$ cat src/rtl/obsd_fifo.sv
// Small first-in first-out queue built from a register array.
// Used between the front and back parts and for the result side; uses no package.
module obsd_fifo #(
    parameter int WIDTH = 8,
    parameter int DEPTH = 4
) (
    input  logic             clk,
    input  logic             rst_n,
    input  logic             push,
    input  logic [WIDTH-1:0] din,
    output logic             full,
    input  logic             pop,
    output logic [WIDTH-1:0] dout,
    output logic             empty
);
    localparam int AW = (DEPTH > 1) ? $clog2(DEPTH) : 1;

    logic [WIDTH-1:0] mem [DEPTH];
    logic [AW-1:0] wr_ptr_reg;
    logic [AW-1:0] rd_ptr_reg;
    logic [AW:0] count_reg;
    logic do_push;
    logic do_pop;

    assign full = (count_reg == (AW+1)'(DEPTH));
    assign empty = (count_reg == '0);
    assign do_push = push && !full;
    assign do_pop = pop && !empty;
    assign dout = mem[rd_ptr_reg];

    always_ff @(posedge clk)
    begin
        if (do_push)
        begin
            mem[wr_ptr_reg] <= din;
        end
    end

    always_ff @(posedge clk or negedge rst_n)
    begin
        if (!rst_n)
        begin
            wr_ptr_reg <= '0;
            rd_ptr_reg <= '0;
            count_reg <= '0;
        end
        else
        begin
            if (do_push)
            begin
                wr_ptr_reg <= (wr_ptr_reg == AW'(DEPTH - 1)) ? '0 : wr_ptr_reg + 1'b1;
            end
            if (do_pop)
            begin
                rd_ptr_reg <= (rd_ptr_reg == AW'(DEPTH - 1)) ? '0 : rd_ptr_reg + 1'b1;
            end
            if (do_push && !do_pop)
            begin
                count_reg <= count_reg + 1'b1;
            end
            else if (do_pop && !do_push)
            begin
                count_reg <= count_reg - 1'b1;
            end
        end
    end

endmodule

$ cat config.mk
export PLATFORM = sky130hd
export DESIGN_NAME = obsd_fifo
export DESIGN_NICKNAME = d
export VERILOG_FILES = /design/src/rtl/obsd_fifo.sv
export SDC_FILE = /design/constraint.sdc
export NUM_CORES = 1
export LEC_CHECK = 0
export BUFFER_PORTS_ARGS = -buffer_cell sky130_fd_sc_hd__buf_4
export CORE_ASPECT_RATIO = 0.8
export CORE_MARGIN = 2
export CORE_UTILIZATION = 50
export CTS_CLUSTER_DIAMETER = 30
export DETAILED_ROUTE_END_ITERATION = 6
export PLACE_DENSITY_LB_ADDON = 0.12
export SKIP_LAST_GASP = 1
export SLEW_MARGIN = 30
export SYNTH_ARGS = -nofsm -noshare
export SYNTH_HDL_FRONTEND = slang
export SYNTH_SLANG_ARGS = --single-unit
$ cat constraint.sdc
create_clock -name clk -period 4.4 [get_ports clk]
set_input_delay 0 -clock clk [delete_from_list [all_inputs] [get_ports clk]]
set_output_delay 0 -clock clk [all_outputs]
set_load 0.01 [all_outputs]
==> qor.yml <==
async_flop_share_pct: 17.9
hold_viol_final: 0
die_w_um: 67.6
fin_nets: 132
cts.sinks: 39
cp_slowest_cell: "dfrtp_1"
antenna_found_initial: 0
cts_max_level: 2
synth_common_cells: "32 x edfxtp_1, 8 x mux4_2, 7 x dfrtp_1, 6 x ha_1, 4 x and2_2"
port_buffers: 21
startpoint_type: "flip-flop"
viasPerCell: 5.04
synth_top_area_cell: "edfxtp_1"
crit_buf_inv: 1
clk_pin_slew_ns: 0.07
fin_ws_ns: 2.33
arrival_ns: 2.27
fmax_ghz: 0.483
fin_crit_sh_pct: 47.1
p_per_area_nw_per_um2: 618
hold_path.class: "primary input to async pin"
path_cells: "nor3_1 > nand2b_4 > ha_1 > inv_1 > fa_1 > xor2_1 > nor2_1 > xor2_1"
pre_cts_ws_ns: 2.37
placementRows: 18
synth_top_area_share_pct: 59.3
synth-seq-cells: 39
status: "completed"
crit_family: "simple AND/OR/NAND/NOR gates"
totalWireLength_um: 2440
post-cts-setup-buffers: 0
slowest_delay_ns: 0.46
synth_edf_count: 32
critPathMaxFanout: 4
p_leak_nw: 0.747
die-area_sq_um: 3710
route.detailed.drc: 0
drtIter0Drc: 27
setup_viol: 0
finClkSkew_ns: 0.00287
drive_above_1_share_pct: 41.2
total_power_mw: 1.23
grt_first_pass_wirelength_um: 3750
seq_area_frac_synth_pct: 70.1
synth_fp_nets: 98
ys_types: 19
clockBufferDepth: 2
grt_pass1_vias: 765
wl_per_cell_um: 15.9
cts_tree: "built"
peakVddDrop_v: 0.000367
tightest_slew_ns: 0.581
end_kind: "flip-flop"
synth.most_common_cell: "edfxtp_1"
insertion_delay_ns: 0.28
antennaDiodeCount: 0
synth_flop_cell: "edfxtp_1"
post-route-util_pct: 64.2
drt-pass1-iter-count: 4
grt_max_degree: 13
tns_ns: 0
synthTopCellsByArea: "edfxtp_1 59%, mux4_2 11%, dfrtp_1 11%, ha_1 4.6%, mux2_2 2.1%"
ios: 22
syn_area_sq_um: 1620
syn2layout_area_growth_pct: 22.3
die_y_um: 54.9
synthCells: 79
relSlewSlack_pct: 61.3
cp_common_cell: "xor2_1"
grt-ovfl-total: 0
drv_slew: 0
postRouteAntennaNets: 0
cts_buffers: 5
clock-root-buffer: "clkbuf_8"
largest_reg_flops: 32
syn_area_per_cell_sq_um: 20.5
required_ns: 4.60
fin_crit_ns: 2.07
rsz0062_at_grt: "no"
ys_warn_count: 0
drv_cap: 0
gp_congestion: 0.653
crit_type: "flip-flop to flip-flop"
start_util_pct: 52.5
grt_usage_pct: 15.1
cts_resized: 0
coreArea_sq_um: 3090
via_count: 776
==> per-stage QoR <==
stage | hold WS [ns] | std cells | area [sq um]
finish | 0.0743 | 154 | 1980
global route | 0.0954 | 154 | 1980
CTS | 0.0586 | 154 | 1980
detailed placement | -0.180 | 137 | 1810
global placement | -0.181 | 137 | 1810
floorplan | -0.296 | 79 | 1620
==> cells in the final DEF (no fill, tap or decap), drive strengths merged <==
cell type,count
nor2b,1
nor3b,1
clkbuf,5
xnor2,1
nor2,3
and2,4
inv,3
fa,1
xor2,2
clkinv,2
dfrtp,7
ha,6
mux4,8
dlygate4sd3,9
mux2,5
clkinvlp,1
edfxtp,32
nand2b,1
nor3,1
buf,21
==> kinds of logic after synthesis <==
kind of cell | count (synthesis) | share of synthesized area [%]
fa+ha+maj | 7 | 5.87
flops | 39 | 70.1
mux | 13 | 15.1
simple gates | 11 | 5.41
buf+inv | 6 | 1.93
xor+xnor | 3 | 1.62
==> path summary, 6_finish.rpt <==
kind	start	endpoint	slack, ns	cells after the start
setup / recovery	count_reg[0]$_DFFE_PN0P_	count_reg[2]$_DFFE_PN0P_	2.33	8
hold / removal	rst_n	count_reg[0]$_DFFE_PN0P_	0.07	2
setup reg to reg	count_reg[0]$_DFFE_PN0P_	count_reg[2]$_DFFE_PN0P_	2.33	8
hold reg to reg	count_reg[2]$_DFFE_PN0P_	count_reg[2]$_DFFE_PN0P_	0.50	1
max in group asynchronous	rst_n	count_reg[1]$_DFFE_PN0P_	4.21	2
min in group clk	pop	rd_ptr_reg[0]$_DFFE_PN0P_	0.09	3
==> timing repair <==
| item | in CTS | in global routing |
|---|---|---|
| hold buffers | 9 | 0 |
| endpoints found under the hold margin | 39 | 0 |
| endpoints found under the setup margin | 0 | 0 |
==> area by class of cell <==
cell class              count  area [sq um]
clock buffers               5          68.8
clock inverters             3          15.0
fillers                   216          1100
inverters                   3          11.3
multi-input cells          34           453
flip-flops and latches     39          1140
well taps                  40          50.0
repair buffers             30           248
==> where the power goes <==
| part | switching, mW | total (mW) | internal [mW] |
|---|---|---|---|
| Clock | 0.111 | 0.218 | 0.107 |
| Sequential | 0.0885 | 0.588 | 0.500 |
| Combinational | 0.168 | 0.419 | 0.251 |
| Total | 0.367 | 1.23 | 0.858 |
==> routing by layer <==
metal,wire [um],vias to the layer above,GRT usage [%]
met2,1190,18,24.2
met3,135,2,4.86
met1,1110,389,19.7
li1,-,367,-
met4,10,0,5.10
met5,0,-,0
Power figures use the tool's default switching activity.
